<file path="config.mk">
export PLATFORM = sky130hd
export DESIGN_NAME = fifo_queue_delete_max_top
export DESIGN_NICKNAME = d
export VERILOG_FILES = /design/src/hdl/fqdm_pkg.sv /design/src/hdl/fqdm_datapath.sv /design/src/hdl/fqdm_ctrl.sv /design/src/hdl/fifo_queue_delete_max_top.sv
export SDC_FILE = /design/constraint.sdc
export NUM_CORES = 1
export LEC_CHECK = 0
export CORE_ASPECT_RATIO = 1.1
export CORE_MARGIN = 8
export CORE_UTILIZATION = 50
export CTS_CLUSTER_DIAMETER = 120
export CTS_CLUSTER_SIZE = 12
export DETAILED_ROUTE_END_ITERATION = 12
export DONT_BUFFER_PORTS = 1
export GPL_ROUTABILITY_DRIVEN = 0
export SLEW_MARGIN = 20
export SYNTH_ARGS = -nofsm -noshare
export SYNTH_HDL_FRONTEND = slang
export SYNTH_HIERARCHICAL = 1
export SYNTH_SLANG_ARGS = --single-unit
export TNS_END_PERCENT = 10
</file>
<file path="constraint.sdc">
create_clock -name clk -period 8.6 [get_ports clk]
set_input_delay 2.15 -clock clk [delete_from_list [all_inputs] [get_ports clk]]
set_output_delay 2.15 -clock clk [all_outputs]
set_load 0.02 [all_outputs]
</file>
<file path="src/hdl/fqdm_pkg.sv">
// ----------------------------------------------------------------------------
// fqdm_pkg
// Shared sizes, codes and controller/datapath interface types for the
// delete-capable FIFO queue with running maximum.
// ----------------------------------------------------------------------------
package fqdm_pkg;

    localparam int DEPTH   = 16;
    localparam int ADDR_W  = $clog2(DEPTH);
    localparam int CNT_W   = $clog2(DEPTH + 1);
    localparam int DATA_W  = 32;
    localparam int ACT_W   = 2;
    localparam int POS_W   = 5;
    localparam int COUNT_W = 5;
    localparam int STAT_W  = 2;
    localparam int CMP_W   = (POS_W > CNT_W) ? POS_W : CNT_W;

    localparam logic [ACT_W-1:0] ACT_PUSH   = 2'd0;
    localparam logic [ACT_W-1:0] ACT_POP    = 2'd1;
    localparam logic [ACT_W-1:0] ACT_DELETE = 2'd2;

    localparam logic [STAT_W-1:0] ST_OK     = 2'd0;
    localparam logic [STAT_W-1:0] ST_EMPTY  = 2'd1;
    localparam logic [STAT_W-1:0] ST_FULL   = 2'd2;
    localparam logic [STAT_W-1:0] ST_BADPOS = 2'd3;

    // controller -> datapath
    typedef struct packed {
        logic load;        // capture request, decide status
        logic push_wr;     // write tail, bump count
        logic rd_removed;  // read the element being removed
        logic cap_removed; // latch removed value
        logic shift_rd;    // read entry ptr+1
        logic shift_wr;    // write it back at ptr, advance ptr
        logic dec_fill;    // drop count after removal
        logic scan_start;  // reset maximum scan
        logic scan_rd;     // read next entry for maximum scan
        logic out_load;    // load result registers
    } ctrl_cmd_t;

    // datapath -> controller
    typedef struct packed {
        logic push_ok;
        logic rem_ok;
        logic shift_more;
        logic scan_more;
    } dp_stat_t;

endpackage

</file>
<file path="src/hdl/fqdm_datapath.sv">
// ----------------------------------------------------------------------------
// fqdm_datapath
// Queue store, count, request registers, gap-closing shift, maximum scan
// and result registers.
// ----------------------------------------------------------------------------
module fqdm_datapath
    import fqdm_pkg::*;
(
    input  logic                      clk,
    input  logic                      rst_n,
    input  ctrl_cmd_t                 cmd,
    output dp_stat_t                  stat,
    input  logic [ACT_W-1:0]          action,
    input  logic signed [DATA_W-1:0]  push_value,
    input  logic [POS_W-1:0]          position,
    output logic [STAT_W-1:0]         status,
    output logic signed [DATA_W-1:0]  out_value,
    output logic [COUNT_W-1:0]        entry_count,
    output logic signed [DATA_W-1:0]  max_value
);

    logic signed [DATA_W-1:0] mem [DEPTH];

    logic [ACT_W-1:0]         act_reg;
    logic signed [DATA_W-1:0] val_reg;
    logic [POS_W-1:0]         pos_reg;
    logic [STAT_W-1:0]        req_status_reg;
    logic                     push_ok_reg;
    logic                     rem_ok_reg;
    logic [CNT_W-1:0]         fill_reg;
    logic [ADDR_W-1:0]        ptr_reg;
    logic [CNT_W-1:0]         scan_ptr_reg;
    logic                     scan_pv_reg;
    logic                     first_reg;
    logic signed [DATA_W-1:0] max_reg;
    logic signed [DATA_W-1:0] removed_reg;
    logic signed [DATA_W-1:0] rdata_reg;

    logic [STAT_W-1:0]        status_reg;
    logic signed [DATA_W-1:0] out_value_reg;
    logic [COUNT_W-1:0]       entry_count_reg;
    logic signed [DATA_W-1:0] max_out_reg;

    logic [STAT_W-1:0]        req_status;
    logic                     push_ok;
    logic                     rem_ok;
    logic [ADDR_W-1:0]        rm_idx;
    logic [ADDR_W-1:0]        raddr;
    logic [ADDR_W-1:0]        waddr;
    logic signed [DATA_W-1:0] wdata;
    logic                     we;

    // request decode against the current count
    always_comb
    begin
        req_status = ST_OK;
        push_ok    = 1'b0;
        rem_ok     = 1'b0;
        case (action)
            ACT_PUSH:
            begin
                if (fill_reg >= CNT_W'(DEPTH))
                    req_status = ST_FULL;
                else
                    push_ok = 1'b1;
            end
            ACT_POP:
            begin
                if (fill_reg == '0)
                    req_status = ST_EMPTY;
                else
                    rem_ok = 1'b1;
            end
            ACT_DELETE:
            begin
                if (fill_reg == '0)
                    req_status = ST_EMPTY;
                else if (position == '0 || CMP_W'(position) > CMP_W'(fill_reg))
                    req_status = ST_BADPOS;
                else
                    rem_ok = 1'b1;
            end
            default:
            begin
                req_status = ST_OK;
            end
        endcase
    end

    assign rm_idx = (act_reg == ACT_DELETE) ? ADDR_W'(pos_reg - POS_W'(1)) : '0;

    always_comb
    begin
        if (cmd.rd_removed)
            raddr = rm_idx;
        else if (cmd.shift_rd)
            raddr = ptr_reg + ADDR_W'(1);
        else
            raddr = scan_ptr_reg[ADDR_W-1:0];
    end

    assign we    = cmd.push_wr | cmd.shift_wr;
    assign waddr = cmd.push_wr ? fill_reg[ADDR_W-1:0] : ptr_reg;
    assign wdata = cmd.push_wr ? val_reg : rdata_reg;

    always_ff @(posedge clk)
    begin
        if (we)
            mem[waddr] <= wdata;
        rdata_reg <= mem[raddr];
    end

    assign stat.push_ok    = push_ok_reg;
    assign stat.rem_ok     = rem_ok_reg;
    assign stat.shift_more = (CNT_W'(ptr_reg) + CNT_W'(1)) < fill_reg;
    assign stat.scan_more  = scan_ptr_reg < fill_reg;

    always_ff @(posedge clk or negedge rst_n)
    begin
        if (!rst_n)
        begin
            fill_reg    <= '0;
            scan_pv_reg <= 1'b0;
            first_reg   <= 1'b1;
        end
        else
        begin
            if (cmd.push_wr)
                fill_reg <= fill_reg + CNT_W'(1);
            else if (cmd.dec_fill)
                fill_reg <= fill_reg - CNT_W'(1);

            scan_pv_reg <= cmd.scan_rd;

            if (cmd.scan_start)
                first_reg <= 1'b1;
            else if (scan_pv_reg)
                first_reg <= 1'b0;
        end
    end

    always_ff @(posedge clk)
    begin
        if (cmd.load)
        begin
            act_reg        <= action;
            val_reg        <= push_value;
            pos_reg        <= position;
            req_status_reg <= req_status;
            push_ok_reg    <= push_ok;
            rem_ok_reg     <= rem_ok;
            removed_reg    <= '0;
        end
        if (cmd.rd_removed)
            ptr_reg <= rm_idx;
        else if (cmd.shift_wr)
            ptr_reg <= ptr_reg + ADDR_W'(1);
        if (cmd.cap_removed)
            removed_reg <= rdata_reg;

        if (cmd.scan_start)
        begin
            scan_ptr_reg <= '0;
            max_reg      <= '0;
        end
        else
        begin
            if (cmd.scan_rd)
                scan_ptr_reg <= scan_ptr_reg + CNT_W'(1);
            // compare the beat read on the previous cycle
            if (scan_pv_reg && (first_reg || rdata_reg > max_reg))
                max_reg <= rdata_reg;
        end

        if (cmd.out_load)
        begin
            status_reg      <= req_status_reg;
            out_value_reg   <= removed_reg;
            entry_count_reg <= COUNT_W'(fill_reg);
            max_out_reg     <= max_reg;
        end
    end

    assign status      = status_reg;
    assign out_value   = out_value_reg;
    assign entry_count = entry_count_reg;
    assign max_value   = max_out_reg;

endmodule

</file>
<file path="src/hdl/fqdm_ctrl.sv">
// ----------------------------------------------------------------------------
// fqdm_ctrl
// Sequencer: request decode, removal and gap shift, maximum scan, result
// hand-off.
// ----------------------------------------------------------------------------
module fqdm_ctrl
    import fqdm_pkg::*;
(
    input  logic      clk,
    input  logic      rst_n,
    input  logic      in_valid,
    output logic      in_ready,
    output logic      out_valid,
    input  logic      out_ready,
    input  dp_stat_t  stat,
    output ctrl_cmd_t cmd
);

    typedef enum logic [2:0] {
        S_IDLE,
        S_DECODE,
        S_CAPTURE,
        S_SHIFT_CHK,
        S_SHIFT_WR,
        S_SCAN_INIT,
        S_SCAN,
        S_FINISH
    } state_t;

    state_t state_reg;
    state_t state_next;
    logic   out_valid_reg;
    logic   out_valid_next;
    logic   out_free;

    assign out_free = !out_valid_reg || out_ready;
    assign in_ready = (state_reg == S_IDLE);

    always_comb
    begin
        state_next     = state_reg;
        out_valid_next = out_valid_reg;
        cmd            = '0;
        if (out_valid_reg && out_ready)
            out_valid_next = 1'b0;
        case (state_reg)
            S_IDLE:
            begin
                if (in_valid)
                begin
                    cmd.load   = 1'b1;
                    state_next = S_DECODE;
                end
            end
            S_DECODE:
            begin
                if (stat.push_ok)
                begin
                    cmd.push_wr = 1'b1;
                    state_next  = S_SCAN_INIT;
                end
                else if (stat.rem_ok)
                begin
                    cmd.rd_removed = 1'b1;
                    state_next     = S_CAPTURE;
                end
                else
                begin
                    state_next = S_SCAN_INIT;
                end
            end
            S_CAPTURE:
            begin
                cmd.cap_removed = 1'b1;
                state_next      = S_SHIFT_CHK;
            end
            S_SHIFT_CHK:
            begin
                if (stat.shift_more)
                begin
                    cmd.shift_rd = 1'b1;
                    state_next   = S_SHIFT_WR;
                end
                else
                begin
                    cmd.dec_fill = 1'b1;
                    state_next   = S_SCAN_INIT;
                end
            end
            S_SHIFT_WR:
            begin
                cmd.shift_wr = 1'b1;
                state_next   = S_SHIFT_CHK;
            end
            S_SCAN_INIT:
            begin
                cmd.scan_start = 1'b1;
                state_next     = S_SCAN;
            end
            S_SCAN:
            begin
                // last compare lands on the edge that leaves this state
                if (stat.scan_more)
                    cmd.scan_rd = 1'b1;
                else
                    state_next = S_FINISH;
            end
            S_FINISH:
            begin
                if (out_free)
                begin
                    cmd.out_load   = 1'b1;
                    out_valid_next = 1'b1;
                    state_next     = S_IDLE;
                end
            end
            default:
            begin
                state_next = S_IDLE;
            end
        endcase
    end

    always_ff @(posedge clk or negedge rst_n)
    begin
        if (!rst_n)
        begin
            state_reg     <= S_IDLE;
            out_valid_reg <= 1'b0;
        end
        else
        begin
            state_reg     <= state_next;
            out_valid_reg <= out_valid_next;
        end
    end

    assign out_valid = out_valid_reg;

endmodule

</file>
<file path="src/hdl/fifo_queue_delete_max_top.sv">
// ----------------------------------------------------------------------------
// fifo_queue_delete_max_top
// Bounded FIFO of signed 32-bit values with push, pop, delete-at-position,
// reporting status, count and maximum of the stored values per request.
//
//   channel  direction  handshake             payload
//   in       input      in_valid / in_ready   action, push_value, position
//   out      output     out_valid / out_ready status, out_value, entry_count,
//                                             max_value
//
// One request at a time. A push writes the tail; a pop or delete reads the
// removed entry and shifts each entry behind it down one place to close the
// gap. Every request, no-op and refused ones too, ends with a scan of the
// stored entries for the maximum. The store has one read port: each shift
// step and each scan step is a read.
// Reset clears the count and control; stored entries are not cleared.
// A result held on a stalled out channel blocks only the next hand-off.
// ----------------------------------------------------------------------------
module fifo_queue_delete_max_top
    import fqdm_pkg::*;
(
    input  logic                      clk,
    input  logic                      rst_n,
    input  logic                      in_valid,
    output logic                      in_ready,
    input  logic [ACT_W-1:0]          action,
    input  logic signed [DATA_W-1:0]  push_value,
    input  logic [POS_W-1:0]          position,
    output logic                      out_valid,
    input  logic                      out_ready,
    output logic [STAT_W-1:0]         status,
    output logic signed [DATA_W-1:0]  out_value,
    output logic [COUNT_W-1:0]        entry_count,
    output logic signed [DATA_W-1:0]  max_value
);

    ctrl_cmd_t cmd;
    dp_stat_t  stat;

    fqdm_ctrl u_ctrl (
        .clk       (clk),
        .rst_n     (rst_n),
        .in_valid  (in_valid),
        .in_ready  (in_ready),
        .out_valid (out_valid),
        .out_ready (out_ready),
        .stat      (stat),
        .cmd       (cmd)
    );

    fqdm_datapath u_datapath (
        .clk         (clk),
        .rst_n       (rst_n),
        .cmd         (cmd),
        .stat        (stat),
        .action      (action),
        .push_value  (push_value),
        .position    (position),
        .status      (status),
        .out_value   (out_value),
        .entry_count (entry_count),
        .max_value   (max_value)
    );

endmodule
</file>
==> summary.md, run 1 <==
sky130_fd_sc_hd__edfxtp_1 is the most common cell in the netlist. Once placement completed, the tool counted placed cells totaling 2712. Clock latency on the worst-skew pair, taken at its later pin, is 0.60 ns.

Maximum achievable frequency: 181.5 MHz. Counting every net in the synthesized netlist gives 2147. For the initial standard-cell utilization of the core, the log shows 50.55%. The routed design could run at a clock period as short as 5.511 ns.

The clock slew seen by the registers of the worst setup and hold paths is 0.07 ns, and the total number of H-tree levels is 3. Once detailed placement completed, the half-perimeter wirelength came to 33510 um. In this run the tightest slew margin relative to its limit is 28.04%.

VDD sags by at most 0.0003668 V. The average size of a mapped cell is 14.45 sq um, and the maximum clock insertion buffer count is 3. For the total number of clock tree sinks, the log shows 741.

Sorting the synthesized cells by area gives the leading types as sky130_fd_sc_hd__edfxtp_1 67%, sky130_fd_sc_hd__dfxtp_1 4.7%, sky130_fd_sc_hd__a211oi_1 4.2%, sky130_fd_sc_hd__nand2_1 3.5%, sky130_fd_sc_hd__ha_1 2.3%. The tools report the buffer type at the clock tree root as sky130_fd_sc_hd__clkbuf_16. The floorplan core area is 58530 sq um. The design draws 11.98 mW. The total via count in the routed design was 16581; the number of iterations in the first detailed-routing pass was 5. After routing, the total negative slack on setup checks comes to 0 ns. The logs give 29590 sq um for the synthesized area and 0 for the count of final max-slew check failures.

The logs give 0 for the post-cts repair resize count and 2124 for the number of nets in the final layout. The kind of start point of the critical path is a flop. Sequential element share of the synthesized area: 72.69%. Yosys printed 6 warnings. The run gives 71 as the number of buffers added by the clock tree synthesis step.

Number of hold violations in the final report: 0. During placement, the flow inserted port buffers numbering 0. Maximum fanout along the worst path: 192.

The detailed-route wire length per cell was 23.23 um; the number of flip-flops under the largest register name was 512. Buffers inserted to repair hold after CTS numbered 0. Max-cap violations in this run came to 0. Ranked by instance count, the synthesized netlist is headed by 661 x sky130_fd_sc_hd__edfxtp_1, 273 x sky130_fd_sc_hd__nand2_1, 164 x sky130_fd_sc_hd__a211oi_1. The static leakage power is 10.50 nW.

The distinct cell type count after synthesis was 67; the number of register bits inferred by synthesis was 741. The category of the most critical setup path was reg2reg. The run gives 16416 as the via count of the first global-routing pass. The logs give 0 for the buffer count from post-CTS setup fixing and 2 for the number of antenna violations at the first check in global routing. The fraction of met1 tracks used by global routing was 24.58%. Element type at the critical path end: a flop. The routed design has 65820 um of wire.

The run gives 6.03 ns as the data arrival time of the critical path. The clock arrives with 0.01951 ns of skew. At the pin with the least slew margin, the transition time is 1.074 ns. For this run, the leading register cell type out of synthesis is sky130_fd_sc_hd__edfxtp_1.

Post-synthesis cell type with the largest combined area: sky130_fd_sc_hd__edfxtp_1. Once detail routing completed, the nets flagged for antenna violations numbered 0. The proportion of synthesized flip-flops having asynchronous set or reset came out at 1.484%. The internal reg-to-reg setup slack is 3.09 ns, and the global-route met3 utilization is 3.459%.

The global-route wire length before repair was 98330 um; the met2 global-route usage was 33.34%. Synthesis produced a netlist whose cell count is 2048. Global routing consumed, over all layers together, 19.43% of the routing resources. From bottom edge to top edge, the die measures 271.1 um. Setup repair after global routing left no endpoint under its margin. The number of placement rows was 93.

For the number of setup violations in the final report, the log shows 0. Count of pins on the block boundary: 116. Layer with the highest usage after global routing: met2. The endpoint required time on the critical path was 9.12 ns; the count of flip-flops with a built-in enable after synthesis was 661. TritonCTS built the clock tree.

The instance count along the most critical hold path is 0, and the pin count of the biggest net entering global routing is 193. The floorplan die area was 67220 sq um. For this block, the initial DRC count from the detailed router was 1161. The number of cells on the worst reg-to-reg path is 17.

Measured along the x axis, the die boundary spans 247.9 um. The worst hold path class is reg2reg. The share of cells above drive strength 1 is 8.784%.

The area growth from synthesis to layout is 9.511%. Dividing total power by cell area gives a power density of 369.8 nW/um^2. Most flop-heavy register: u_datapath/mem. The run finished with clean final reports. The run gives 0 as the remaining design rule violation count. The run gives 2833 as the final cell count without fillers.

The ratio of final minimum period to clock period is 64.08%, and the area fraction of the dominant cell type after synthesis is 67.09%. After detailed routing, the number of vias per cell comes to 5.853. The run gives 0 as the residual overflow from global routing.
layer usage:
metal / up-vias / part of all wire [%]
met5: - / 0.020
met4: 2 / 2.2
met3: 101 / 5.5
met2: 439 / 50
met1: 8345 / 42
li1: 7694 / -
through the flow:
stage	worst slack [ns]	area (sq um)	hold WS (ns)	util, %
final	3.089	32400	0.4166	55.36
after global routing	2.670	32400	0.4242	55.35
after CTS	3.166	32400	0.4179	55.35
after detailed placement	3.202	30350	0.4045	51.85
after global placement	3.324	30350	0.4016	51.85
after floorplan	2.735	29590	0.4003	-
power breakdown:
group          internal, mW  leakage [nW]  switching, mW  total [mW]
logic                  1.19          2.82           2.49        3.68
clock network          1.59         0.981           1.25        2.84
registers              4.97          6.70          0.491        5.46
total                  7.75          10.5           4.23        12.0
critical path: stages (launching register included):
cell                       delay (ns)
sky130_fd_sc_hd__edfxtp_1        0.50
sky130_fd_sc_hd__ha_1            0.27
sky130_fd_sc_hd__xnor2_1         0.23
sky130_fd_sc_hd__inv_1           0.08
sky130_fd_sc_hd__ha_1            0.27
sky130_fd_sc_hd__nor2b_1         0.12
sky130_fd_sc_hd__o21ai_0         0.16
sky130_fd_sc_hd__nand2b_1        0.07
sky130_fd_sc_hd__a21oi_1         0.21
sky130_fd_sc_hd__nor3b_1         0.63
sky130_fd_sc_hd__mux2i_1         0.48
sky130_fd_sc_hd__o22a_4          0.68
sky130_fd_sc_hd__buf_12          0.49
sky130_fd_sc_hd__and2_1          0.23
sky130_fd_sc_hd__a211oi_1        0.05
sky130_fd_sc_hd__a311oi_1        0.30
sky130_fd_sc_hd__a211oi_1        0.09
sky130_fd_sc_hd__a21oi_1         0.17
layout by cell type (no fill, tap or decap), types with 64 or more instances in the layout:
cell / instances
sky130_fd_sc_hd__a21oi_1: 89
sky130_fd_sc_hd__and2_0: 70
sky130_fd_sc_hd__a31oi_1: 72
sky130_fd_sc_hd__edfxtp_1: 661
sky130_fd_sc_hd__clkbuf_16: 74
sky130_fd_sc_hd__a311oi_1: 64
sky130_fd_sc_hd__dfxtp_1: 69
sky130_fd_sc_hd__and2_1: 90
sky130_fd_sc_hd__a211oi_1: 164
sky130_fd_sc_hd__nand2_1: 273
cells by family (layout without fill, tap and decap cells):
family / Yosys count / in the layout / share of synthesized area [%]
simple gates: 556 / 556 / 9.021
other cells: 0 / 1 / 0
compound gates: 435 / 435 / 10.37
fa+ha+maj: 56 / 56 / 2.394
xor+xnor: 12 / 12 / 0.3552
flops: 741 / 741 / 72.69
mux: 66 / 66 / 2.368
buf+inv: 182 / 206 / 2.804
layout make-up:
class                   instances  area [sq um]
repair buffers                 31         270.3
fillers                      4547         26130
multi-input cells            1125          7415
clock inverters                 4         38.79
inverters                      55         206.4
clock buffers                 116          2009
well taps                     760         950.9
flip-flops and latches        741         21510
diodes                          1         2.502
worst paths after layout:
path / from / end
max in group asynchronous: rst_n / u_datapath/first_reg$_DFFE_PN1P_
setup reg to reg: u_datapath/ptr_reg[0]$_DFFE_PP_ / u_datapath/rdata_reg[16]$_DFF_P_
hold reg to reg: u_datapath/removed_reg[21]$_SDFFCE_PN0P_ / u_datapath/out_value[21]$_DFFE_PP_
min in group asynchronous: rst_n / u_datapath/fill_reg[3]$_DFFE_PN0P_
hold / removal: u_datapath/removed_reg[21]$_SDFFCE_PN0P_ / u_datapath/out_value[21]$_DFFE_PP_
setup / recovery: u_datapath/ptr_reg[0]$_DFFE_PP_ / u_datapath/rdata_reg[16]$_DFF_P_
Note: power is estimated with default switching activity, not from simulation.
==> run 2: changes to the inputs <==
--- a/config.mk
+++ b/config.mk
@@ -5,6 +5,7 @@
 export SDC_FILE = /design/constraint.sdc
 export NUM_CORES = 1
 export LEC_CHECK = 0
+export ABC_AREA = 1
 export CORE_ASPECT_RATIO = 1.1
 export CORE_MARGIN = 8
 export CORE_UTILIZATION = 50
==> constraint.sdc (replaced) <==
create_clock -name clk -period 5.55 [get_ports clk]
set_input_delay 1.3875 -clock clk [delete_from_list [all_inputs] [get_ports clk]]
set_output_delay 1.3875 -clock clk [all_outputs]
set_load 0.02 [all_outputs]
==> summary.md, run 2 <==
The final core utilization was 55.55% (+0.19 points); the filler cell count in the final layout was 4739 (+4.2%). The logs give 2440 (+15%) for the number of nets in the final layout and 42000 um (+25%) for the HPWL after detailed placement. CTS placed an instance of sky130_fd_sc_hd__clkbuf_16 at the clock tree root. sky130_fd_sc_hd__edfxtp_1 is the most common cell in the netlist. The portion of netlist area occupied by mux cells was 1.638% (-0.73 points). Average via count per standard cell: 5.767 (-1.5%). Counting flops per register, the top entry is u_datapath/mem. The worst setup path is launched from a flop. The clock insertion delay at the later pin of the skew report was 0.62 ns (+0.02 ns). Worst hold path class: reg2reg. The total via count in the routed design is 18218 (+9.9%). The number of hold violations in the final report was 0 (unchanged); the number of hold buffers added after CTS was 0 (unchanged).

The tools report the post-cts repair resize count as 0 (unchanged). The final antenna diode count was 0 (-1); the pre-CTS setup slack was 1.071 ns (-2.130 ns). The logs give 0 ns (unchanged) for the setup TNS after final layout and 2445 (+14%) for the synthesized netlist net count. The compound-gate portion of the synthesized area came out at 12.03% (+1.7 points). Chip height: 272.7 um (+0.56%).

The synthesized design spends more area on one cell type than any other, namely sky130_fd_sc_hd__edfxtp_1. The logs give 0 (unchanged) for the number of setup violations in the final report and 6 (+1) for the number of iterations in the first detailed-routing pass. The run finished with clean final reports. The tools report the count of final max-slew check failures as 0 (unchanged). After synthesis, the most frequently instantiated cells are 661 x sky130_fd_sc_hd__edfxtp_1, 277 x sky130_fd_sc_hd__nand2_1, 237 x sky130_fd_sc_hd__o21ai_0.

The ratio of final minimum period to clock period was 82.60% (+19 points). The total number of clock tree sinks was 741 (unchanged); the overall track demand over capacity in global routing was 20.99% (+1.6 points). The run gives 0.0005549 V (+51%) as the maximum resistive drop on vdd. The most common cell after layout, fill and taps aside was sky130_fd_sc_hd__edfxtp_1. In this run the critical register-to-register path is launched from u_datapath/ptr_reg[0]$_DFFE_PP_. The power density over the cells is 609.3 nW/um^2 (+65%). The first-iteration detailed-routing DRC count was 1789 (+54%); the measured slew at the worst slew-check pin was 1.126 ns (+0.05120 ns). From synthesis to final layout, the design area changed by 10.41%. The area fraction of the dominant cell type after synthesis came out at 66.29% (-0.80 points). The highest-delay cell along the critical path is sky130_fd_sc_hd__nor3_1. The distinct cell type count after synthesis is 45 (-33%).

The count of pins on the block boundary was 116 (unchanged); the routed wire length was 72980 um (+11%). The synthesized area is 29940 sq um (+1.2%), and the number of register bits inferred by synthesis is 741 (unchanged). The critical path buffer and inverter count was 3 (+1). For the floorplan die area, the log shows 67980 sq um (+1.1%). The worst setup margin was 0.9655 ns (-2.124 ns). The run gives 0 (unchanged) as the residual overflow from global routing. Traced cell by cell, the critical path runs through ha_1 > xor2_1 > ha_1 > a21oi_1 > nor2_1 > a2111oi_0 > inv_1 > nor3_1 > inv_2 > a21oi_2 > o21ai_4 > nand2_4 > buf_12 > mux2i_1 > o221ai_1 > nand3_1 > nand2_1.

TritonCTS built the clock tree. The detailed-route wire length per cell came out at 23.10 um (-0.56%). The proportion of synthesized flip-flops having asynchronous set or reset works out to 1.484% (unchanged). The logs give 0 (unchanged) for the remaining antenna violation count and 0.4089 ns (-0.007685 ns) for the post-route worst hold slack. In the layout the commonest cells are 661 x sky130_fd_sc_hd__edfxtp_1, 275 x sky130_fd_sc_hd__nand2_1, 235 x sky130_fd_sc_hd__o21ai_0, 221 x sky130_fd_sc_hd__inv_1, 192 x sky130_fd_sc_hd__a21oi_1. Max-cap check violation count: 0 (unchanged).

The delay of the slowest cell on the worst path is 0.57 ns (-0.11 ns). The tools report the endpoint required time on the critical path as 6.04 ns (-3.08 ns). The static leakage power came out at 11.98 nW (+14%). Sorting the synthesized cells by area gives the leading types as sky130_fd_sc_hd__edfxtp_1 66%, sky130_fd_sc_hd__dfxtp_1 4.6%, sky130_fd_sc_hd__o21ai_0 4.0%, sky130_fd_sc_hd__nand2_1 3.5%, sky130_fd_sc_hd__a21oi_1 3.2%. The post-layout minimum cycle time came out at 4.584 ns (-0.9262 ns). The remaining max-slew budget at the tightest pin is 24.79% (-3.3 points), and the number of buffers added by the clock tree synthesis step is 71 (unchanged). The number of antenna violations at the first check in global routing is 3 (+1).

Critical hold path startpoint: u_datapath/removed_reg[28]$_SDFFCE_PN0P_. For the number of placement rows, the log shows 94 (+1.1%). Synthesized instance count: 2346 (+15%). The most critical setup path has its startpoint at u_datapath/ptr_reg[0]$_DFFE_PP_.

The tools report the clock skew after layout as 0.02409 ns (+0.004586 ns). The clock slew seen by the registers of the worst setup and hold paths is 0.07 ns (about the same). Maximum clock insertion buffer count: 3 (unchanged). The quantity of I/O buffers inserted on ports works out to 0 (unchanged). The run gives 5.08 ns (-0.95 ns) as the data arrival time of the critical path. The tools report the total number of H-tree levels as 3 (unchanged). Floorplan core area: 59510 sq um (+1.7%). The floorplan die width was 249.3 um (+0.56%). By area, the combinational part of the netlist is dominated by compound AO/OA/AOI/OAI gates. Buffer count from post-CTS setup fixing: 0 (unchanged). Setup repair after global routing left no endpoint under its margin. The post-synthesis share of cell area spent on full adders, half adders and majority gates was 2.365% (-0.028 points); the initial standard-cell utilization of the core was 50.31% (-0.24 points).

The share of cells above drive strength 1 came out at 7.905% (-0.88 points). Broken down by cell family, the worst path's largest delay share belongs to simple AND/OR/NAND/NOR gates. Category of the most critical setup path: reg2reg. The maximum achievable frequency came out at 218.1 MHz (+20%). STA classifies the critical path endpoint as a flop. The tools report the sequential element share of the synthesized area as 71.83% (-0.86 points). For the global-route wire length before repair, the log shows 108900 um (+11%).

The maximum fanout along the worst path was 106 (-45%); the via count of the first global-routing pass was 17385 (+5.9%). The number of flip-flops under the largest register name is 512 (unchanged). The xor-xnor portion of the synthesized cell area came out at 0.1463% (-0.21 points). For the pin count of the biggest net entering global routing, the log shows 130 (-33%). Primary flip-flop cell chosen by synthesis mapping: sky130_fd_sc_hd__edfxtp_1. The remaining design rule violation count was 0 (unchanged); the simple logic cell fraction of the synthesized area was 6.799% (-2.2 points). The average size of a mapped cell works out to 12.76 sq um (-12%). The number of warnings printed during yosys synthesis was 6 (unchanged); the count of flip-flops with a built-in enable after synthesis was 661 (unchanged). By instance count, the cell type seen most on the critical path is sky130_fd_sc_hd__ha_1.
## run 2: cell count changes after synthesis, moves of 50 or more
cell                       before  now
sky130_fd_sc_hd__inv_1         55  222
sky130_fd_sc_hd__a31oi_1       72    1
sky130_fd_sc_hd__a21oi_1       89  193
sky130_fd_sc_hd__a311oi_1      64    0
sky130_fd_sc_hd__a211oi_1     164    0
sky130_fd_sc_hd__o221ai_1       0   98
sky130_fd_sc_hd__and2_1        91    0
sky130_fd_sc_hd__and2_0        70    0
sky130_fd_sc_hd__o21ai_0       11  237
sky130_fd_sc_hd__nand3_1        5  100
sky130_fd_sc_hd__o21ai_1        0   50
## run 2: final timing paths
check                           depth (start not counted)  slack (ns)                                 end
worst max-delay path                                   17        0.97    u_datapath/rdata_reg[12]$_DFF_P_
worst min-delay path                                    0        0.41  u_datapath/out_value[28]$_DFFE_PP_
worst max register to register                         17        0.97    u_datapath/rdata_reg[12]$_DFF_P_
worst min register to register                          0        0.41  u_datapath/out_value[28]$_DFFE_PP_
max in group asynchronous                               0        4.91    u_datapath/first_reg$_DFFE_PN1P_
min in group asynchronous                               0        0.47     u_ctrl/state_reg[1]$_DFFE_PN0P_
## run 2: metal layers
| metal | part of all wire [%] | up-vias | routed length [um] | global-route usage [%] |
|---|---|---|---|---|
| met4 | 2.4 | 2 | 1758 | 6.765 |
| met3 | 7.3 | 114 | 5301 | 3.364 |
| li1 | - | 8524 | - | - |
| met5 | 0.027 | - | 20 | 0 |
| met2 | 47 | 681 | 34320 | 33.86 |
| met1 | 43 | 8897 | 31580 | 29.18 |
## run 2: report_power, final
group / internal [mW] / switching, mW
Combinational: 2.20 / 5.02
Sequential: 7.77 / 0.705
Clock: 2.48 / 1.97
Total: 12.4 / 7.69
## run 2: logic make-up (layout without fill, tap and decap cells)
group | Yosys count | in the layout
AND/OR/NAND/NOR | 495 | 495
XOR/XNOR | 5 | 5
AO/OA/AOI/OAI | 627 | 627
multiplexers | 49 | 49
adder cells (fa/ha/maj) | 56 | 56
flip-flops | 741 | 741
buffers and inverters | 373 | 418
## run 2: through the flow
stage	std cells	cell area, sq um	total power, mW
final	3159	33060	20.14
after global routing	3159	33060	21.27
after CTS	3159	33060	20.20
after detailed placement	3036	31000	15.74
after global placement	3036	31000	15.53
after floorplan	2346	29940	13.44
## run 2: worst reg2reg max path: cells and delay by family, from the launching register on
kind	cells	cell delay, ns
buffers and inverters	3	0.67
DFF	1	0.51
xor gates and xnor gates	1	0.26
muxes	1	0.35
adders and majority gates	2	0.59
AOI/OAI and AO/OA	5	0.99
and+or+nand+nor	5	1.08
## run 2: cell type report
cell class | instances | area, sq um | share of cell area [%]
clock buffer | 119 | 2021 | 6.112
clock inverter | 4 | 38.79 | 0.1173
inverter | 228 | 860.8 | 2.604
multi-input combinational | 1232 | 7067 | 21.38
sequential | 741 | 21510 | 65.06
tap | 768 | 960.9 | 2.907
timing repair buffer | 67 | 603.1 | 1.824
